File: src/sv/group_by_key_aggregator_top_macros.svh
// Assertion macros shared by the aggregator RTL.
// GBKA_ASSERT checks a property on every clock edge outside reset.
// GBKA_ASSERT_NEXT checks that a condition holds in the cycle after a trigger.
`ifndef GROUP_BY_KEY_AGGREGATOR_TOP_MACROS_SVH
`define GROUP_BY_KEY_AGGREGATOR_TOP_MACROS_SVH
`ifndef NO_ASSERTIONS
`define GBKA_ASSERT(lbl, prop, msg) \
    lbl: assert property (@(posedge i_clk) disable iff (!i_rst_n) prop) else $error(msg);
`define GBKA_ASSERT_NEXT(lbl, ante, cons, msg) \
    `GBKA_ASSERT(lbl, (ante) |=> (cons), msg)
`else
`define GBKA_ASSERT(lbl, prop, msg)
`define GBKA_ASSERT_NEXT(lbl, ante, cons, msg)
`endif
`endif

File: src/sv/gbka_pkg.sv
package gbka_pkg;

    // table geometry
    localparam int MAX_GROUPS  = 64;
    localparam int KEY_WIDTH   = 32;
    localparam int INDEX_WIDTH = 16;

    // fixed port field widths
    localparam int KEY_IN_W   = 32;
    localparam int BYTES_W    = 32;
    localparam int SUM_W      = 32;
    localparam int OUT_GIDX_W = 6;
    localparam int OUT_IDX_W  = 16;

    // derived widths
    localparam int GRP_W = (MAX_GROUPS > 1) ? $clog2(MAX_GROUPS) : 1;
    localparam int CNT_W = $clog2(MAX_GROUPS + 1);
    localparam int KEY_W = (KEY_WIDTH < KEY_IN_W) ? KEY_WIDTH : KEY_IN_W;

    // front-to-back queue
    localparam int QUEUE_DEPTH = 2;
    localparam int QPTR_W      = (QUEUE_DEPTH > 1) ? $clog2(QUEUE_DEPTH) : 1;
    localparam int QCNT_W      = $clog2(QUEUE_DEPTH + 1);

    typedef enum logic [1:0] {
        OP_HIT,
        OP_NEW,
        OP_FULL
    } t_op_kind;

    typedef enum logic {
        BK_IDLE,
        BK_CALC
    } t_back_state;

    // one classified touch, front to back
    typedef struct packed {
        t_op_kind               kind;
        logic [GRP_W-1:0]       gidx;
        logic [INDEX_WIDTH-1:0] now;
        logic [BYTES_W-1:0]     size;
        logic                   rd;
        logic                   wr;
    } t_op;

    // per-group accumulators held in the back-end memory
    typedef struct packed {
        logic [INDEX_WIDTH-1:0] first;
        logic [INDEX_WIDTH-1:0] last;
        logic [SUM_W-1:0]       touched;
        logic [SUM_W-1:0]       rsum;
        logic [SUM_W-1:0]       wsum;
    } t_entry;

    // one result transfer
    typedef struct packed {
        logic [OUT_GIDX_W-1:0] group_id;
        logic                  new_group;
        logic                  table_full;
        logic [OUT_IDX_W-1:0]  first_touch;
        logic [OUT_IDX_W-1:0]  last_touch;
        logic [SUM_W-1:0]      sum_touched;
        logic [SUM_W-1:0]      sum_read;
        logic [SUM_W-1:0]      sum_written;
    } t_result;

    // queue handshake, both directions
    typedef struct packed {
        logic full;
        logic empty;
    } t_queue_status;

endpackage

File: src/sv/gbka_front.sv
`include "group_by_key_aggregator_top_macros.svh"

module gbka_front (
    input  logic                           i_clk,
    input  logic                           i_rst_n,
    input  logic                           i_in_valid,
    output logic                           o_in_stall,
    input  logic                           i_start_set,
    input  logic [gbka_pkg::KEY_IN_W-1:0]  i_key,
    input  logic [gbka_pkg::BYTES_W-1:0]   i_size_bytes,
    input  logic                           i_reads,
    input  logic                           i_writes,
    input  gbka_pkg::t_queue_status        i_q_status,
    output logic                           o_push,
    output gbka_pkg::t_op                  o_op
);
    import gbka_pkg::*;

    // key CAM: one register per group, all compared at once
    logic [KEY_W-1:0]       r_keys [MAX_GROUPS];
    logic [CNT_W-1:0]       r_used, n_used;
    logic [INDEX_WIDTH-1:0] r_touch, n_touch;

    logic [KEY_W-1:0]       w_key;
    logic [CNT_W-1:0]       w_eff_used;
    logic [INDEX_WIDTH-1:0] w_now;
    logic [MAX_GROUPS-1:0]  w_match;
    logic [GRP_W-1:0]       w_hit_idx;
    logic                   w_hit;
    logic                   w_full;
    logic                   w_push;
    t_op                    w_op;

    assign w_key      = i_key[KEY_W-1:0];
    assign w_eff_used = i_start_set ? '0 : r_used;
    assign w_now      = i_start_set ? '0 : r_touch;

    always_comb begin
        w_hit_idx = '0;
        for (int g = 0; g < MAX_GROUPS; g++) begin
            w_match[g] = (CNT_W'(g) < w_eff_used) && (r_keys[g] == w_key);
            if (w_match[g]) begin
                w_hit_idx = w_hit_idx | GRP_W'(g);
            end
        end
    end

    assign w_hit  = |w_match;
    assign w_full = (w_eff_used == CNT_W'(MAX_GROUPS));
    assign w_push = i_in_valid && !i_q_status.full;

    always_comb begin
        w_op.now  = w_now;
        w_op.size = (i_size_bytes == '1) ? '0 : i_size_bytes;
        w_op.rd   = i_reads;
        w_op.wr   = i_writes;
        priority if (w_hit) begin
            w_op.kind = OP_HIT;
            w_op.gidx = w_hit_idx;
        end else if (w_full) begin
            w_op.kind = OP_FULL;
            w_op.gidx = '0;
        end else begin
            w_op.kind = OP_NEW;
            w_op.gidx = w_eff_used[GRP_W-1:0];
        end
    end

    always_comb begin
        n_used  = r_used;
        n_touch = r_touch;
        if (w_push) begin
            n_touch = w_now + 1'b1;
            n_used  = (w_op.kind == OP_NEW) ? w_eff_used + 1'b1 : w_eff_used;
        end
    end

    always_ff @(posedge i_clk) begin
        if (!i_rst_n) begin
            r_used  <= '0;
            r_touch <= '0;
        end else begin
            r_used  <= n_used;
            r_touch <= n_touch;
        end
    end

    always_ff @(posedge i_clk) begin
        if (w_push && w_op.kind == OP_NEW) begin
            r_keys[w_eff_used[GRP_W-1:0]] <= w_key;
        end
    end

    assign o_in_stall = i_q_status.full;
    assign o_push     = w_push;
    assign o_op       = w_op;

    // keys stay unique, so at most one entry can hit
    `GBKA_ASSERT(a_match_unique, $onehot0(w_match), "key matched more than one group")
    `GBKA_ASSERT_NEXT(a_used_grows, w_push && w_op.kind == OP_NEW, r_used == CNT_W'($past(w_eff_used) + 1'b1), "group count did not advance on a new group")
    `GBKA_ASSERT(a_used_bounded, r_used <= CNT_W'(MAX_GROUPS), "group count beyond table size")

endmodule

File: config.mk
export PLATFORM = sky130hd
export DESIGN_NAME = gbka_front
export DESIGN_NICKNAME = d
export VERILOG_FILES = /design/src/sv/gbka_pkg.sv /design/src/sv/gbka_front.sv
export VERILOG_INCLUDE_DIRS = /design/src /design/src/sv
export SDC_FILE = /design/constraint.sdc
export NUM_CORES = 2
export LEC_CHECK = 0
export BUFFER_PORTS_ARGS = -buffer_cell sky130_fd_sc_hd__buf_2
export CAP_MARGIN = 10
export CORE_ASPECT_RATIO = 0.75
export CORE_MARGIN = 3
export CORE_UTILIZATION = 26
export CTS_CLUSTER_SIZE = 14
export DETAILED_ROUTE_END_ITERATION = 8
export MAX_ROUTING_LAYER = met4
export PLACE_DENSITY = 0.38
export SLEW_MARGIN = 20
export SYNTH_ARGS = -nofsm -noshare
export SYNTH_HDL_FRONTEND = slang
export SYNTH_SLANG_ARGS = --single-unit
File: constraint.sdc
create_clock -name i_clk -period 15.6 [get_ports i_clk]
set_input_delay 3.9 -clock i_clk [delete_from_list [all_inputs] [get_ports i_clk]]
set_output_delay 3.9 -clock i_clk [all_outputs]
set_load 0.01 [all_outputs]
# Word level (Yosys, flattened, before mapping)
# Memories as Yosys holds them, arrays and structs flattened.
# Index checks and enable logic that the tools add are counted.
[op_classes]
n_lt_le_gt_ge = 64
n_eq_ne = 67
reduce_logical = 68
muxes = 72
add_sub_neg = 2
[op_table]
columns = ["op", "count"]
rows = [
  ["32-bit == test", 64],
  ["6-bit by 7-bit < comparator with 1-bit output (first input constant)", 32],
  ["6-bit two-way mux", 32],
  ["5-bit by 7-bit < comparator with 1-bit output (first input constant)", 16],
  ["5-bit two-way mux", 16],
  ["1-bit logical AND", 66],
  ["64-bit OR reduction", 1],
  ["4-bit by 7-bit < comparator with 1-bit output (first input constant)", 8],
  ["32-bit == test (second input constant)", 1],
  ["32-bit two-way mux", 1],
  ["4-bit two-way mux", 8],
  ["3-bit by 7-bit < comparator with 1-bit output (first input constant)", 4],
  ["8-bit two-way mux", 3],
  ["16-bit by 1-bit adder with 16-bit output (second input constant)", 1],
  ["16-bit two-way mux", 1],
  ["1-bit by 7-bit < comparator with 1-bit output (first input constant)", 2],
  ["2-bit by 7-bit < comparator with 1-bit output (first input constant)", 2],
  ["7-bit two-way mux", 2],
  ["3-bit two-way mux", 4],
  ["7-bit by 1-bit adder with 7-bit output (second input constant)", 1],
  ["7-bit == test (second input constant)", 1],
  ["2-bit two-way mux", 2],
  ["1-bit two-way mux", 3],
  ["2-bit by 1-bit == test with 1-bit output (second input constant)", 1],
  ["1-bit logical NOT", 1],
]
[totals]
word_cells = 276
ff_bits = 23
out_inout_bits = 60
ram_bits = 2048
n_memories = 1
[memory_table]
columns = ["memory", "words", "width", "rd", "rd_ports_with_merged_regs", "wr", "line_no", "text"]
rows = [
  ["r_keys", 64, 32, 64, 0, 1, "gbka_front.sv:20", "logic [KEY_W-1:0] r_keys [MAX_GROUPS];"],
]

# Logic depth before layout (Yosys ltp)
[logic_depth]
depth_word = 71
mapped_depth = 15

# Worst setup path after synthesis
# Ideal clock, no wire load.
[synth_path]
kind = "input-to-output"
startpoint = "in i_key[0] (netlist name)"
endpoint = "out o_op[51] (netlist name)"
path_slack_ps = 5297
cell_stages = 12
t_arrival_ps = 6403
path_buffers = 4
required_time_ps = 11700
path_cell_list = "buf_4 > buf_4 > buf_4 > xor2_1 > nor4b_1 > and4_1 > nor4_1 > nand4_1 > nor4_2 > buf_2 > nand2_2 > o21ai_0"
[synth_lines]
columns = ["element", "line_no", "text"]
rows = [
  ["start: declaration", "gbka_front.sv:9", "input logic [gbka_pkg::KEY_IN_W-1:0] i_key,"],
  ["end: declaration", "gbka_front.sv:15", "output gbka_pkg::t_op o_op"],
]

==> flow_metrics.py <==
metrics = {
    "outcome": {
        "status": "finished clean",
    },
    "clocking": {
        "cts_root_buf": "clkbuf_16",
        "cts_tree": "yes",
        "clk_pin_slew_ns": 0.06,
        "cts_setup_buffers": 0,
        "cts_max_path_buffers": 4,
        "ctsHtreeMaxLevel": 4,
        "cts_resized": 0,
        "cts_buffers": 223,
        "cts_hold_buf": 0,
        "clock_latency_ns": 0.90,
        "clkSinkCount": 2071,
    },
    "logic_synthesis": {
        "yosysTopAreaCellShare_pct": 66.4,
        "synth_area_mm2": 0.0926,
        "synth_compound_area_share_pct": 0.887,
        "yosysWarnings": 0,
        "synth_fa_ha_area_share_pct": 0.0135,
        "avgSynthCellArea_um2": 15.0,
        "yosys.area_share.simple_pct": 10.5,
        "synth-seq-cells": 2071,
        "synth-edff-count": 2048,
        "yosys.area.top_type": "edfxtp_1",
        "synth_top_family_by_area": "XOR/XNOR gates",
        "synth-main-ff-cell": "edfxtp_1",
        "netlist_instances": 6191,
        "ys_seq_area_share_pct": 66.9,
        "synthMuxAreaShare_pct": 0.0324,
        "synthXorXnorAreaFrac_pct": 19.5,
        "synth_fp_nets": 6264,
        "synth_area_leaders": "edfxtp_1 (66%), xor2_1 (15%), xnor2_1 (4.8%), nor4_1 (4.3%), nand4_1 (1.9%)",
        "async_reset_ff_share_pct": 0,
        "ys_types": 68,
    },
    "timing": {
        "setup-violations-final": 0,
        "finalMaxSlewViolations": 0,
        "max-slew-margin-rel_pct": 12.9,
        "finClkSkew_ns": 0.0583,
        "worstMarginPinSlew_ns": 1.30,
        "tns_ns": 0,
        "period_share_pct": 85.7,
        "fin_crit_ns": 13.38,
        "finalHoldViolations": 0,
        "max_freq_mhz": 74.8,
        "rsz0062_at_grt": "false",
    },
    "global_route": {
        "overflow": 0,
        "grt_pass1_vias": 53000,
        "grt_pass1_wl_um": 450000,
        "antenna_found_initial": 26,
        "grt_use_total_pct": 18.1,
        "grt_max_degree": 64,
    },
    "critical_path": {
        "slowest_stage": "nor4_2",
        "crit_fanout": 30,
        "crit_cells": 12,
        "critPathTopFamily": "simple AND/OR/NAND/NOR gates",
        "critical-path-max-stage-delay_ns": 1.04,
        "crit_type": "in -> out",
        "startpoint_type": "input pin",
        "r2r_end": "r_keys[23][14]",
        "required_ns": 11.70,
        "cp-end-kind": "output port",
        "ff2ff_path_depth": 8,
        "crit_arrival_ns": 9.48,
        "rrSetupSlack_ns": 8.38,
        "cp_num_buf_inv": 3,
        "r2r_start": "r_used[4]",
        "crit_chain": "buf_8 -> buf_4 -> xor2_1 -> or4_1 -> nor4_1 -> and4_1 -> nor4_2 -> nand4_1 -> nor4_4 -> nand2_2 -> o21ai_1 -> buf_2",
    },
    "placement": {
        "portBuffers": 126,
        "place_congestion": 0.841,
        "hpwl_um": 205000,
    },
    "cells_and_area": {
        "nets": 6637,
        "syn_to_final_growth_pct": 16.3,
        "final.fill_count": 35100,
        "multi_input_area_mm2": 0.0292,
        "regArea_mm2": 0.0620,
        "drive_gt1_share_pct": 12.3,
    },
    "route": {
        "wire_per_inst_um": 28.7,
        "drt-vias-per-instance": 4.73,
        "drc": 0,
        "dr.pass1.iters": 5,
        "drt_iter0_markers": 5193,
        "num_vias": 54100,
        "ant_nets": 0,
        "drt_wl_total_um": 328000,
    },
    "worst_hold_path": {
        "hold_end": "r_touch[1]",
        "hold_class": "reg -> reg",
        "hold_depth": 2,
        "min_from": "r_touch[1]",
    },
    "floorplanning": {
        "dieArea_mm2": 0.363,
        "die_height_um": 523,
        "die_w_um": 695,
        "row_count": 189,
        "start_util_pct": 26.1,
        "pin_count": 132,
        "core_area_mm2": 0.354,
    },
    "power": {
        "power_leakage_uw": 0.0338,
        "total_power_uw": 12100,
        "ir_drop_mv": 0.0833,
        "p_per_area_mw_per_mm2": 112,
    },
    "flow_run": {
        "drv_cap": 0,
    },
}
-- layout by cell type (no fill, tap or decap), types with 9 or more instances in the layout --
master / instances
clkbuf_1: 56
xor2_1: 1558
nor3_1: 73
edfxtp_1: 2048
diode_2: 9
inv_1: 13
xnor2_1: 507
nand4_1: 280
or3_1: 16
nor2_1: 162
buf_8: 32
nor2b_1: 22
clkbuf_16: 224
and3_1: 9
bufinv_16: 16
o2111ai_1: 10
nor4_1: 595
nand2b_1: 16
a21oi_1: 16
clkinv_2: 29
o211ai_1: 17
o21ai_0: 22
buf_4: 264
nand2_1: 132
nand3_1: 75
nor4_2: 37
nand4b_1: 26
buf_2: 93
nor3_2: 14
dfxtp_1: 23
and2_1: 37
clkinv_1: 64
nor4_4: 16
nor4b_1: 11
buf_12: 40
or4_1: 31
and4_1: 15
-- routing by layer --
| metal | GRT usage (%) | part of all wire, % | wire (um) | up-vias |
|---|---|---|---|---|
| met4 | 3.03 | 1.7 | 5420 | 0 |
| li1 | - | - | - | 24000 |
| met5 | - | 0 | 0 | - |
| met1 | 27.3 | 51 | 167000 | 28400 |
| met3 | 2.28 | 4.5 | 14800 | 349 |
| met2 | 26.3 | 43 | 141000 | 1398 |
-- how the worst max path moves through the flow --
stage / startpoint / endpoint / slack [ns]
2_1_floorplan: i_key[0] / o_op[51] / 5.30
3_3_place_gp: i_key[1] / o_op[52] / 2.17
3_5_place_dp: i_start_set / o_op[51] / 2.32
4_1_cts: i_start_set / o_op[51] / 2.31
5_1_grt: i_key[28] / o_op[51] / 2.32
6_report: i_key[28] / o_op[51] / 2.22
-- layout make-up --
| cell class | count | share of cell area [%] |
|---|---|---|
| well taps | 4679 | 5.44 |
| multi-input cells | 3824 | 27.1 |
| inverters | 14 | 0.0488 |
| clock inverters | 117 | 0.888 |
| repair buffers | 430 | 3.49 |
| flip-flops and latches | 2071 | 57.6 |
| clock buffers | 281 | 5.41 |
| diodes | 9 | 0.0209 |
-- worst reg2reg max path: cells and delay by family (launching register included) --
kind               cells  cell delay (ns)
AOI/OAI and AO/OA      2             1.04
and+or+nand+nor        6             5.12
DFF                    1             0.59
-- sequential cells by signal, summed over array words and instances (netlist names) --
name and cells:
r_used 7, r_keys 2048, r_touch 16
-- cells in the mapped netlist, types with 37 or more instances --
| library cell | count |
|---|---|
| and2_1 | 37 |
| buf_2 | 62 |
| buf_4 | 165 |
| edfxtp_1 | 2048 |
| nand2_1 | 133 |
| nand3_1 | 75 |
| nand4_1 | 280 |
| nor2_1 | 174 |
| nor3_1 | 87 |
| nor4_1 | 631 |
| xnor2_1 | 507 |
| xor2_1 | 1558 |
-- cell families (layout without fill, tap and decap cells) --
kind of cell               count (synthesis)  in the layout
AOI/OAI and AO/OA                        119            119
xor gates and xnor gates                2065           2065
adders and majority gates                  1              1
buffers and inverters                    296            842
DFF                                     2071           2071
muxes                                      3              3
other                                      0              9
and+or+nand+nor                         1636           1636
-- power by group --
group / internal, uW / total, uW / switching, uW
Clock: 2890 / 5170 / 2280
Combinational: 222 / 813 / 591
Sequential: 6120 / 6120 / 3.05
Total: 9230 / 12100 / 2880
-- through the flow --
stage	hold WS [ns]	worst slack (ns)	util, %	instances	instance area [um2]
after floorplan	0.454	5.30	-	6191	92600
after global placement	0.476	2.17	28.5	11000	101000
after detailed placement	0.489	2.32	28.5	11000	101000
after CTS	0.497	2.31	30.4	11400	108000
after global routing	0.538	2.32	30.4	11400	108000
final	0.495	2.22	30.4	11400	108000
No activity file was read; power rests on OpenSTA's default activity.
