$ cat src/sv/group_by_key_aggregator_top_macros.svh
// Assertion macros shared by the aggregator RTL.
// GBKA_ASSERT checks a property on every clock edge outside reset.
// GBKA_ASSERT_NEXT checks that a condition holds in the cycle after a trigger.
`ifndef GROUP_BY_KEY_AGGREGATOR_TOP_MACROS_SVH
`define GROUP_BY_KEY_AGGREGATOR_TOP_MACROS_SVH
`ifndef NO_ASSERTIONS
`define GBKA_ASSERT(lbl, prop, msg) \
    lbl: assert property (@(posedge i_clk) disable iff (!i_rst_n) prop) else $error(msg);
`define GBKA_ASSERT_NEXT(lbl, ante, cons, msg) \
    `GBKA_ASSERT(lbl, (ante) |=> (cons), msg)
`else
`define GBKA_ASSERT(lbl, prop, msg)
`define GBKA_ASSERT_NEXT(lbl, ante, cons, msg)
`endif
`endif

$ cat src/sv/gbka_pkg.sv
package gbka_pkg;

    // table geometry
    localparam int MAX_GROUPS  = 64;
    localparam int KEY_WIDTH   = 32;
    localparam int INDEX_WIDTH = 16;

    // fixed port field widths
    localparam int KEY_IN_W   = 32;
    localparam int BYTES_W    = 32;
    localparam int SUM_W      = 32;
    localparam int OUT_GIDX_W = 6;
    localparam int OUT_IDX_W  = 16;

    // derived widths
    localparam int GRP_W = (MAX_GROUPS > 1) ? $clog2(MAX_GROUPS) : 1;
    localparam int CNT_W = $clog2(MAX_GROUPS + 1);
    localparam int KEY_W = (KEY_WIDTH < KEY_IN_W) ? KEY_WIDTH : KEY_IN_W;

    // front-to-back queue
    localparam int QUEUE_DEPTH = 2;
    localparam int QPTR_W      = (QUEUE_DEPTH > 1) ? $clog2(QUEUE_DEPTH) : 1;
    localparam int QCNT_W      = $clog2(QUEUE_DEPTH + 1);

    typedef enum logic [1:0] {
        OP_HIT,
        OP_NEW,
        OP_FULL
    } t_op_kind;

    typedef enum logic {
        BK_IDLE,
        BK_CALC
    } t_back_state;

    // one classified touch, front to back
    typedef struct packed {
        t_op_kind               kind;
        logic [GRP_W-1:0]       gidx;
        logic [INDEX_WIDTH-1:0] now;
        logic [BYTES_W-1:0]     size;
        logic                   rd;
        logic                   wr;
    } t_op;

    // per-group accumulators held in the back-end memory
    typedef struct packed {
        logic [INDEX_WIDTH-1:0] first;
        logic [INDEX_WIDTH-1:0] last;
        logic [SUM_W-1:0]       touched;
        logic [SUM_W-1:0]       rsum;
        logic [SUM_W-1:0]       wsum;
    } t_entry;

    // one result transfer
    typedef struct packed {
        logic [OUT_GIDX_W-1:0] group_id;
        logic                  new_group;
        logic                  table_full;
        logic [OUT_IDX_W-1:0]  first_touch;
        logic [OUT_IDX_W-1:0]  last_touch;
        logic [SUM_W-1:0]      sum_touched;
        logic [SUM_W-1:0]      sum_read;
        logic [SUM_W-1:0]      sum_written;
    } t_result;

    // queue handshake, both directions
    typedef struct packed {
        logic full;
        logic empty;
    } t_queue_status;

endpackage

$ cat src/sv/gbka_queue.sv
module gbka_queue (
    input  logic                  i_clk,
    input  logic                  i_rst_n,
    input  logic                  i_push,
    input  gbka_pkg::t_op         i_push_op,
    input  logic                  i_pop,
    output gbka_pkg::t_op         o_pop_op,
    output gbka_pkg::t_queue_status o_status
);
    import gbka_pkg::*;

    t_op               r_slot [QUEUE_DEPTH];
    logic [QPTR_W-1:0] r_wptr, n_wptr;
    logic [QPTR_W-1:0] r_rptr, n_rptr;
    logic [QCNT_W-1:0] r_count, n_count;

    function automatic logic [QPTR_W-1:0] ptr_inc(input logic [QPTR_W-1:0] p);
        logic [QPTR_W-1:0] res;
        if (p == QPTR_W'(QUEUE_DEPTH - 1)) begin
            res = '0;
        end else begin
            res = p + 1'b1;
        end
        return res;
    endfunction

    always_comb begin
        n_wptr  = i_push ? ptr_inc(r_wptr) : r_wptr;
        n_rptr  = i_pop ? ptr_inc(r_rptr) : r_rptr;
        n_count = r_count;
        if (i_push && !i_pop) begin
            n_count = r_count + 1'b1;
        end else if (!i_push && i_pop) begin
            n_count = r_count - 1'b1;
        end
    end

    always_ff @(posedge i_clk) begin
        if (!i_rst_n) begin
            r_wptr  <= '0;
            r_rptr  <= '0;
            r_count <= '0;
        end else begin
            r_wptr  <= n_wptr;
            r_rptr  <= n_rptr;
            r_count <= n_count;
        end
    end

    always_ff @(posedge i_clk) begin
        if (i_push) begin
            r_slot[r_wptr] <= i_push_op;
        end
    end

    assign o_pop_op       = r_slot[r_rptr];
    assign o_status.full  = (r_count == QCNT_W'(QUEUE_DEPTH));
    assign o_status.empty = (r_count == '0);

endmodule

$ cat config.mk
export PLATFORM = sky130hd
export DESIGN_NAME = gbka_queue
export DESIGN_NICKNAME = d
export VERILOG_FILES = /design/src/sv/group_by_key_aggregator_top_macros.svh /design/src/sv/gbka_pkg.sv /design/src/sv/gbka_queue.sv
export SDC_FILE = /design/constraint.sdc
export NUM_CORES = 1
export LEC_CHECK = 0
export BUFFER_PORTS_ARGS = -buffer_cell sky130_fd_sc_hd__buf_2
export CAP_MARGIN = 25
export CORE_AREA = 2 2 96 98
export CTS_BUF_LIST = sky130_fd_sc_hd__clkbuf_16
export DETAILED_ROUTE_END_ITERATION = 10
export DIE_AREA = 0 0 98 100
export GPL_TIMING_DRIVEN = 0
export HOLD_SLACK_MARGIN = 0.12
export PLACE_DENSITY = 0.77
export SKIP_LAST_GASP = 1
export SYNTH_ARGS = -nofsm -noshare
export SYNTH_HDL_FRONTEND = slang
export SYNTH_SLANG_ARGS = --single-unit
$ cat constraint.sdc
create_clock -name i_clk -period 4 [get_ports i_clk]
set_input_delay 0.6 -clock i_clk [delete_from_list [all_inputs] [get_ports i_clk]]
set_output_delay 0.6 -clock i_clk [all_outputs]
set_load 0.05 [all_outputs]
[Word level (Yosys, flattened, before mapping)]
Memories as Yosys holds them, arrays and structs flattened. A register that Yosys moved wholly into a read port is not among the register bits.
Cells that the tools add are included.
Storage, ports and cells
  RAM bits: 116
  flip-flop bits (word level): 4
  word-level logic and storage cells: 23
  memories kept: 1
  bits of input ports: 62
Memories
  r_slot: words 2, width 58, rd ports 1, clocked after Yosys merged registers in 1, write ports 1, RTL line gbka_queue.sv:12  | t_op r_slot [QUEUE_DEPTH];
Operators by class
  reduce and logical (&&, ||, !) cells: 6
  mux-type cells: 8
  add/sub/neg operators: 4
  equal/unequal tests: 1
Operator list (count)
  two-way mux 1 bit: 6
  two-way mux 2 bit: 2
  adder 1 bit, second input constant: 2
  adder 2 x 1 -> 2 bit, second input constant: 1
  == test 2 bit, second input constant: 1
  logical AND 1 bit: 2
  zero test 1 bit: 2
  zero test 2 bit: 1
  nonzero test 2 bit: 1
  subtractor 2 x 1 -> 2 bit, second input constant: 1

[Longest topological paths before layout]
Gate-level depths: netlist of the first run.
  word-level depth: 4
  mapped depth: 5
  mapped depth without buffers: 5

[Worst setup path before layout of the first run]
OpenSTA, ideal clock, no wires.
  path kind: input to register
  start point: input i_push
  end point: memory r_slot[0][0] (netlist bit), enable pin
  setup slack: 329 ps
  buffers on the path: 0
  stages: 1
  arrival: 3189 ps
  library setup time: 482 ps
  data required time: 3518 ps
  path through: nor2b_1
On the way
  cells in the longest elaborated chain, start to end: 2
RTL lines
  start: declaration: RTL line gbka_queue.sv:4  | input logic i_push,
  two-way mux 1 bit: RTL line gbka_queue.sv:51  | if (i_push) begin
  two-way mux 1 bit (implied by the code): RTL line gbka_queue.sv:52  | r_slot[r_wptr] <= i_push_op;
  end: declaration: RTL line gbka_queue.sv:12
Every way passes these cells.

==> results summary, run 1 <==
The run finished with clean final reports. The CTS tree is yes. The vias after detailed routing came out at 2,297.

The share of synthesized area in the top cell type comes to 0.791. Subtracting the final worst setup slack from the clock period gives 2310 ps. Counting both buffers and inverters, the worst setup path holds a total of 3.

The path with the worst hold slack has its endpoint at r_slot[0][52]. The critical-path maximum fanout came out at 10. The residual antenna-violating net count after detailed routing came out at 0. The number of maximum-capacitance constraint violations is 0.

The via density per instance is 4.91. The post-synthesis sequential area ratio is 0.814. The number of nets handed over by synthesis was 265.

In this design, the largest share of critical-path delay is due to buffers and inverters. The largest area contributor in the netlist is edfxtp_1. The count of input and output buffers is 121.

The source-to-sink clock delay at the later pin of the worst-skew pair came out at 390 ps. Along the worst hold path, the cell count comes to 1. The data arrival time at the worst-slack endpoint is 1710 ps. Setup violations remaining at the end of the flow were counted as 0.

Of the total power, the share spent switching nets is 0.261. The number of synthesized register bits is 121. Setup repair after global routing left no endpoint under its margin.

The gate count after technology mapping is 202. The power per cell area is 591 mW/mm^2. The width of the die came out at 98 um. The internal power of the cells totals 0.00252 W. The number of clock sinks came out at 121. Summing all placed instances gives a cell area of 0.00520 mm^2. For this design, the CTS-stage hold fixing added 0 buffers. The element type at the critical path end is a primary output. The mean post-synth cell area is 21.8 um^2. The count of pins over their slew limit came out at 0. The maximum number of pins on one net before global-route repair came out at 32. The reg-to-reg endpoint is r_slot[0][33].

The switching power of the nets came out at 0.000890 W. The worst-case IR drop observed on VDD is 0.355 mV. The count of final hold-check violations is 0. The number of levels in the clock H-tree is 4. The critical path in this run is classified as reg -> out. For this run, the detailed router's first-pass iteration total came to 4. The worst hold path belongs to the class in -> reg. The initial antenna violation count is 0. The global router's overall resource usage came out at 0.162. The leakage power came out at 2.20 nW.

For this run the aggregate overflow at the end of global routing stands at 0. The setup clock skew after layout came out at 6.74 ps. For this configuration, the core starts out at a cell density of 0.495. The setup check on the worst reg-to-reg path leaves a slack of 2320 ps. The fraction of layout instances using a drive strength above 1 is 0.613. The filler cells instantiated in the layout total 663.

The routed wirelength normalized by instance count came out at 16.1 um. The slowest cell on the critical path is dfxtp_1. The number of cell instances on the worst register-to-register path is 2. The buffer levels on the longest clock path is 2. The hold path startpoint is i_push_op[52]. The relative slew slack came out at 0.394. The final instance count without filler cells came out at 468. The post-detailed-route DRC marker count came out at 0. The initial DRC count is 93.

After synthesis, the cell types taking the most area are edfxtp_1 79%, mux2_2 15%, dfxtp_1 2.3%, buf_6 0.77%, and2_1 0.57%. The area of the die is 0.00980 mm^2. The clock network power share came out at 0.423. Leaving out fill and tap cells, the most frequent cell in the layout is buf_2. The sequential share of power is 0.434. The count of boundary I/O pins came out at 122. Buffers inserted during clock tree synthesis total 17. The distinct cell type count after synthesis came out at 18. The number of global-route vias before repair came to 2,428.

Of the total power, combinational logic draws 0.142. The finished layout cell area came out at 0.00578 mm^2. The relative area change from synthesis to final layout came out at 31.1%. Static timing analysis puts the maximum clock frequency at 433 MHz. The worst setup path is launched from a register. Counting tap cells, the placed design contains a total of 436 instances. The core region is 0.00889 mm^2. Of the available clock period, the critical path in the final layout requires 0.577. The number of antenna diodes in the final layout is 0. The Yosys step of the flow raised 0 warnings. The mapped cell area is 0.00440 mm^2. The tree is rooted in a clkbuf_16. The launch point of the worst reg-to-reg path is r_wptr. The clock-pin slew reported for the worst setup and hold paths after clock tree synthesis came out at 50 ps. The number of buffers added for setup after CTS came out at 0. In the layout the commonest cells are 124 x buf_2, 116 x edfxtp_1, 57 x mux2_2. Traced cell by cell, the critical path runs through buf_6, buf_6, mux2_2, buf_2. The measured slew at the worst slew-check pin is 908 ps. The most numerous cell type found on the critical path is buf_6. The post-cts gate resize count is 0.

From bottom edge to top edge, the die measures 100 um. The net count reported at finish came out at 407. The placement row count came out at 35.

The final HPWL from detailed placement is 4960 um. The first global-routing pass estimated 11,900 um of wire. The routed design has 7530 um of wire.

Routability-driven placement finished with a final weighted congestion of 0.677. The endpoint required time on the critical path is 3400 ps. In this design, the stage delay of the slowest critical-path cell is 400 ps.
==> power by group through the flow <==
stage          logic, W  registers [W]  clock network (W)
5_1_grt        0.000513        0.00149            0.00153
2_1_floorplan  0.000366        0.00151                  0
4_1_cts        0.000492        0.00148            0.00148
3_5_place_dp   0.000489        0.00151                  0
3_3_place_gp   0.000476        0.00151                  0
6_report       0.000486        0.00148            0.00145
==> Yosys cell counts (all sizes together) <==
| master | number |
|---|---|
| xor2 | 2 |
| nor2 | 1 |
| inv | 1 |
| and2 | 4 |
| xnor2 | 1 |
| buf | 6 |
| o21ai | 1 |
| and2b | 1 |
| mux2 | 58 |
| ha | 1 |
| edfxtp | 116 |
| or3 | 1 |
| a21boi | 1 |
| o21a | 1 |
| nor2b | 2 |
| dfxtp | 5 |
==> layout make-up <==
type / instances / area, um^2 / area share
Multi-Input combinational cell: 74 / 777 / 0.135
Inverter: 1 / 3.75 / 0.000650
Buffer: 6 / 48.8 / 0.00845
Clock buffer: 17 / 425 / 0.0737
Sequential cell: 121 / 3580 / 0.620
Clock inverter: 15 / 153 / 0.0264
Timing Repair Buffer: 123 / 646 / 0.112
Tap cell: 111 / 139 / 0.0240
==> worst reg2reg max path: stages (launching register included) <==
cell and delay, ps:
dfxtp_1 340, nor2b_4 720, buf_12 300
==> flip-flops by register name, indices dropped and copies added (netlist names), named ones only <==
| signal | flops |
|---|---|
| r_rptr | 1 |
| r_slot | 116 |
| r_wptr | 1 |
| r_count | 2 |
==> kinds of logic (layout without fill, tap and decap cells) <==
family | count (synthesis) | count (layout) | synth area share
flip-flops | 121 | 121 | 0.814
AO/OA/AOI/OAI | 3 | 3 | 0.00455
buffers and inverters | 7 | 162 | 0.0119
adder cells (fa/ha/maj) | 1 | 1 | 0.00284
AND/OR/NAND/NOR | 9 | 9 | 0.0128
XOR/XNOR | 3 | 3 | 0.00597
multiplexers | 58 | 58 | 0.148
==> worst max-delay path by stage <==
stage | depth (start not counted) | slack (ps) | endpoint
after floorplan | 1 | 330 | r_slot[0][0]
after global placement | 2 | -1260 | r_slot[0][31]
after detailed placement | 3 | 1860 | r_slot[0][31]
after CTS | 4 | 1630 | o_pop_op[26]
after global routing | 4 | 1590 | o_pop_op[35]
final | 4 | 1690 | o_pop_op[30]
==> layer usage <==
layer	global-route usage	routed length, um
met5	0	0
met4	0.0545	31
met3	0.0731	541
met2	0.272	3980
met1	0.186	2980
==> stage by stage <==
stage	power (W)	worst slack, ps	utilization	setup TNS, ps	hold slack (ps)
floorplan	0.00187	329	-	0	466
global placement	0.00199	-1260	0.579	-73950	477
detailed placement	0.00200	1860	0.585	0	510
CTS	0.00345	1630	0.650	0	374
global route	0.00354	1590	0.650	0	369
finish	0.00341	1690	0.650	0	392
Power figures use the tool's default switching activity.
==> inputs of run 2 (changes only) <==
- ABC_AREA: unset -> 1
- PLACE_DENSITY: 0.77 -> 0.78
- clock period: 4 -> 2.3 ns (I/O delays scaled with it)
==> results summary, run 2 <==
The fraction of layout instances using a drive strength above 1 came to 0.561 (-0.0522). In this run the critical register-to-register path is launched from r_wptr. The utilization after layout is 0.691 (+0.0412). The final cycle utilization of the critical path came out at 0.883. The vertical die dimension came out at 100 um (unchanged). The routed wirelength normalized by instance count came out at 16.2 um (+0.78%). The number of flip-flops in the largest register came out at 116 (unchanged). The setup clock skew after layout was 8.44 ps (+1.70 ps). The buffer levels on the longest clock path is 2 (unchanged). By area the synthesized netlist is led by edfxtp_1 78%, mux2_2 9.5%, mux2_4 6.7%, dfxtp_1 2.2%, nor2_1 0.75%.

The initial DRC count is 57 (-39%). In this run the clock root is driven by a clkbuf_16. The share of synthesized cell area in and, or, nand and nor gates came out at 0.0167 (+0.00394). The total cell area at the placement stage is 0.00531 mm^2 (+2.1%). The minimum setup slack in the final design was 270 ps (-1420 ps). The diode insertion count for antenna repair was 0 (unchanged). The relative area change from synthesis to final layout is 36.9%. The number of buffers added for setup after CTS is 0 (unchanged). The most common cell in the synthesized netlist is edfxtp_1. The count of pins over their slew limit was 0 (unchanged). The final global-route overflow total came out at 0 (unchanged).

The number of flops mapped to enable cells by yosys is 116 (unchanged). The number of setup violations in the final report came out at 0 (unchanged). Setup repair after global routing left no endpoint under its margin. TritonCTS built the clock tree. The type of the tightest min-delay check is in -> reg. The distinct cell type count after synthesis is 14 (-4). The post-cts gate resize count came out at 0 (unchanged). The worst setup path is of the reg -> out kind. The post-route minimum period is 2030 ps. The adder and majority cell fraction of the synthesized area came out at 0.00279 (-0.0000531). The number of global-route vias before repair came out at 2,682 (+10%). The placement row count is 35 (unchanged). The data arrival time at the worst-slack endpoint is 1680 ps (-30 ps). The global routing's busiest layer is met2. Summed over all instances, the cell type with the most area after synthesis is edfxtp_1. The clock-pin slew reported for the worst setup and hold paths after clock tree synthesis is 50 ps (about the same). The cts-stage hold buffer count came out at 21 (+21). The net count of the mapped netlist came to 278 (+4.9%). The via density per instance came to 4.91 (about the same). The net count reported at finish came out at 442 (+8.6%).

The worst setup timing slack at the placement stage is 630 ps (-1230 ps). The maximum number of pins on one net before global-route repair came to 36 (+13%). The total design power is 0.00614 W (+80%). The width of the die is 98 um (unchanged). The async set-or-reset flop fraction in the synthesized netlist came out at 0 (unchanged).

The mean post-synth cell area came to 20.9 um^2 (-4.3%). The area of the die came out at 0.00980 mm^2 (unchanged). The post-synthesis sequential area ratio was 0.798 (-0.0152). The measured slew at the worst slew-check pin came out at 579 ps (-329 ps). The met3 global-route usage came out at 0.0550 (-0.0181).

The global-route wire length before repair is 12,700 um (+6.4%). The largest vdd supply drop was 0.592 mV (+67%). The worst setup path is captured at a primary output. By area, the combinational part of the netlist is dominated by multiplexers. In the final layout, the registers with the most flip-flops are r_slot: 116 flops, r_count: 2 flops. The number of clock sinks came out at 121 (unchanged).

The startpoint kind of the worst setup timing path is a register. The weighted congestion reported at the end of routability-driven placement came to 0.718 (+6.1%). The source-to-sink clock delay at the later pin of the worst-skew pair was 400 ps (about the same). The vias after detailed routing came out at 2,469 (+7.5%). The maximum achievable frequency is 493 MHz. The synthesized-area fraction occupied by ao, oa, aoi and oai cells was 0.00223 (-0.00232). Counting flops per register, the top entry is r_slot. The hold path startpoint is i_push_op[55]. The final HPWL from detailed placement came out at 4970 um (about the same). The residual antenna-violating net count after detailed routing is 0 (unchanged). The leakage power is 2.44 nW (+11%). The post-detailed-route DRC marker count came out at 0 (unchanged).

The endpoint required time on the critical path came out at 1960 ps (-1440 ps). The count of input and output buffers was 121 (unchanged). The finished layout cell area came out at 0.00614 mm^2 (+6.3%).

The critical-path maximum fanout came out at 10 (unchanged). The count of final hold-check violations came out at 0 (unchanged). The global-route track usage on met1 came to 0.186 (about the same). The starting density of the core is 0.505 (+0.00943). The most used flip-flop cell after synthesis is edfxtp_1.

The total routed wirelength came to 8150 um (+8.3%). The number of levels in the clock H-tree was 4 (unchanged). The core box area is 0.00889 mm^2 (unchanged). The xor and xnor area share after synthesis came out at 0 (-0.00597). By count the netlist is led by 116 x edfxtp_1, 38 x mux2_2, 20 x mux2_4, 9 x nor2_1. The initial antenna violation count came to 0 (unchanged). The global router's overall resource usage came out at 0.172 (+0.0102). The library cell used most frequently in the layout, excluding fill and tap cells, is buf_2. The number of buffers added by the clock tree synthesis step was 17 (unchanged).

The number of maximum-capacitance constraint violations came out at 0 (unchanged). The flow ran to the end, and the final reports show no timing, DRC or antenna violations. The met2 capacity usage during global routing is 0.309 (+0.0364).

The relative slew slack was 0.613 (+0.220). The count of boundary I/O pins is 122 (unchanged). The number of iterations in the first detailed-routing pass came out at 4 (unchanged). The number of synthesized register bits is 121 (unchanged). The total of warnings raised by yosys is 0 (unchanged).

The area fraction of the dominant cell type after synthesis is 0.776 (-0.0148). The gate count after technology mapping came out at 215 (+6.4%). The mapped cell area came out at 0.00449 mm^2 (+1.9%).

The portion of netlist area occupied by mux cells was 0.162 (+0.0140). The library cells used most frequently in the layout, excluding fill and tap cells, are 124 x buf_2, 116 x edfxtp_1, 38 x mux2_2. The power per cell area is 999 mW/mm^2 (+69%).
==> run 2: path summary, 6_finish.rpt <==
path                        end  slack (ps)  depth (start not counted)
setup / recovery   o_pop_op[22]         270                          4
hold / removal    r_slot[1][55]         140                          1
setup reg to reg  r_slot[1][41]         730                          3
hold reg to reg        register         500                          2
==> run 2: per-layer routing <==
| layer | vias up | share of wire |
|---|---|---|
| met3 | 6 | 0.059 |
| met2 | 90 | 0.54 |
| met5 | - | 0 |
| met1 | 1217 | 0.39 |
| met4 | 0 | 0.0054 |
| li1 | 1156 | - |
==> run 2: kinds of logic after synthesis <==
logic type | Yosys count
AO/OA/AOI/OAI | 2
adder cells (fa/ha/maj) | 1
buffers and inverters | 14
flip-flops | 121
multiplexers | 58
AND/OR/NAND/NOR | 19
==> run 2: worst max-delay path, stage by stage (launching register included) <==
cell and delay [ps]:
dfxtp_1 380, buf_6 180, buf_6 200, mux2_4 310, buf_2 210
==> run 2: metrics by stage <==
| stage | std cells | hold WS, ps | TNS [ps] |
|---|---|---|---|
| floorplan | 215 | 444 | 0 |
| global placement | 447 | 478 | -76990 |
| detailed placement | 450 | 495 | 0 |
| CTS | 503 | 120 | 0 |
| global route | 503 | 123 | 0 |
| finish | 503 | 140 | 0 |
==> run 2: report_power, final <==
part	switching, W	internal [W]	leakage (nW)
Combinational	0.000548	0.000267	1.01
Sequential	0.0000325	0.00255	1.13
Clock	0.000923	0.00181	0.295
Total	0.00150	0.00463	2.44
==> run 2: layout make-up <==
class	count	area [um^2]
repair buffers	145	883
flip-flops and latches	121	3580
well taps	111	139
multi-input cells	80	833
plain buffers	6	48.8
clock inverters	15	199
clock buffers	17	425
fillers	612	2750
inverters	8	30.0
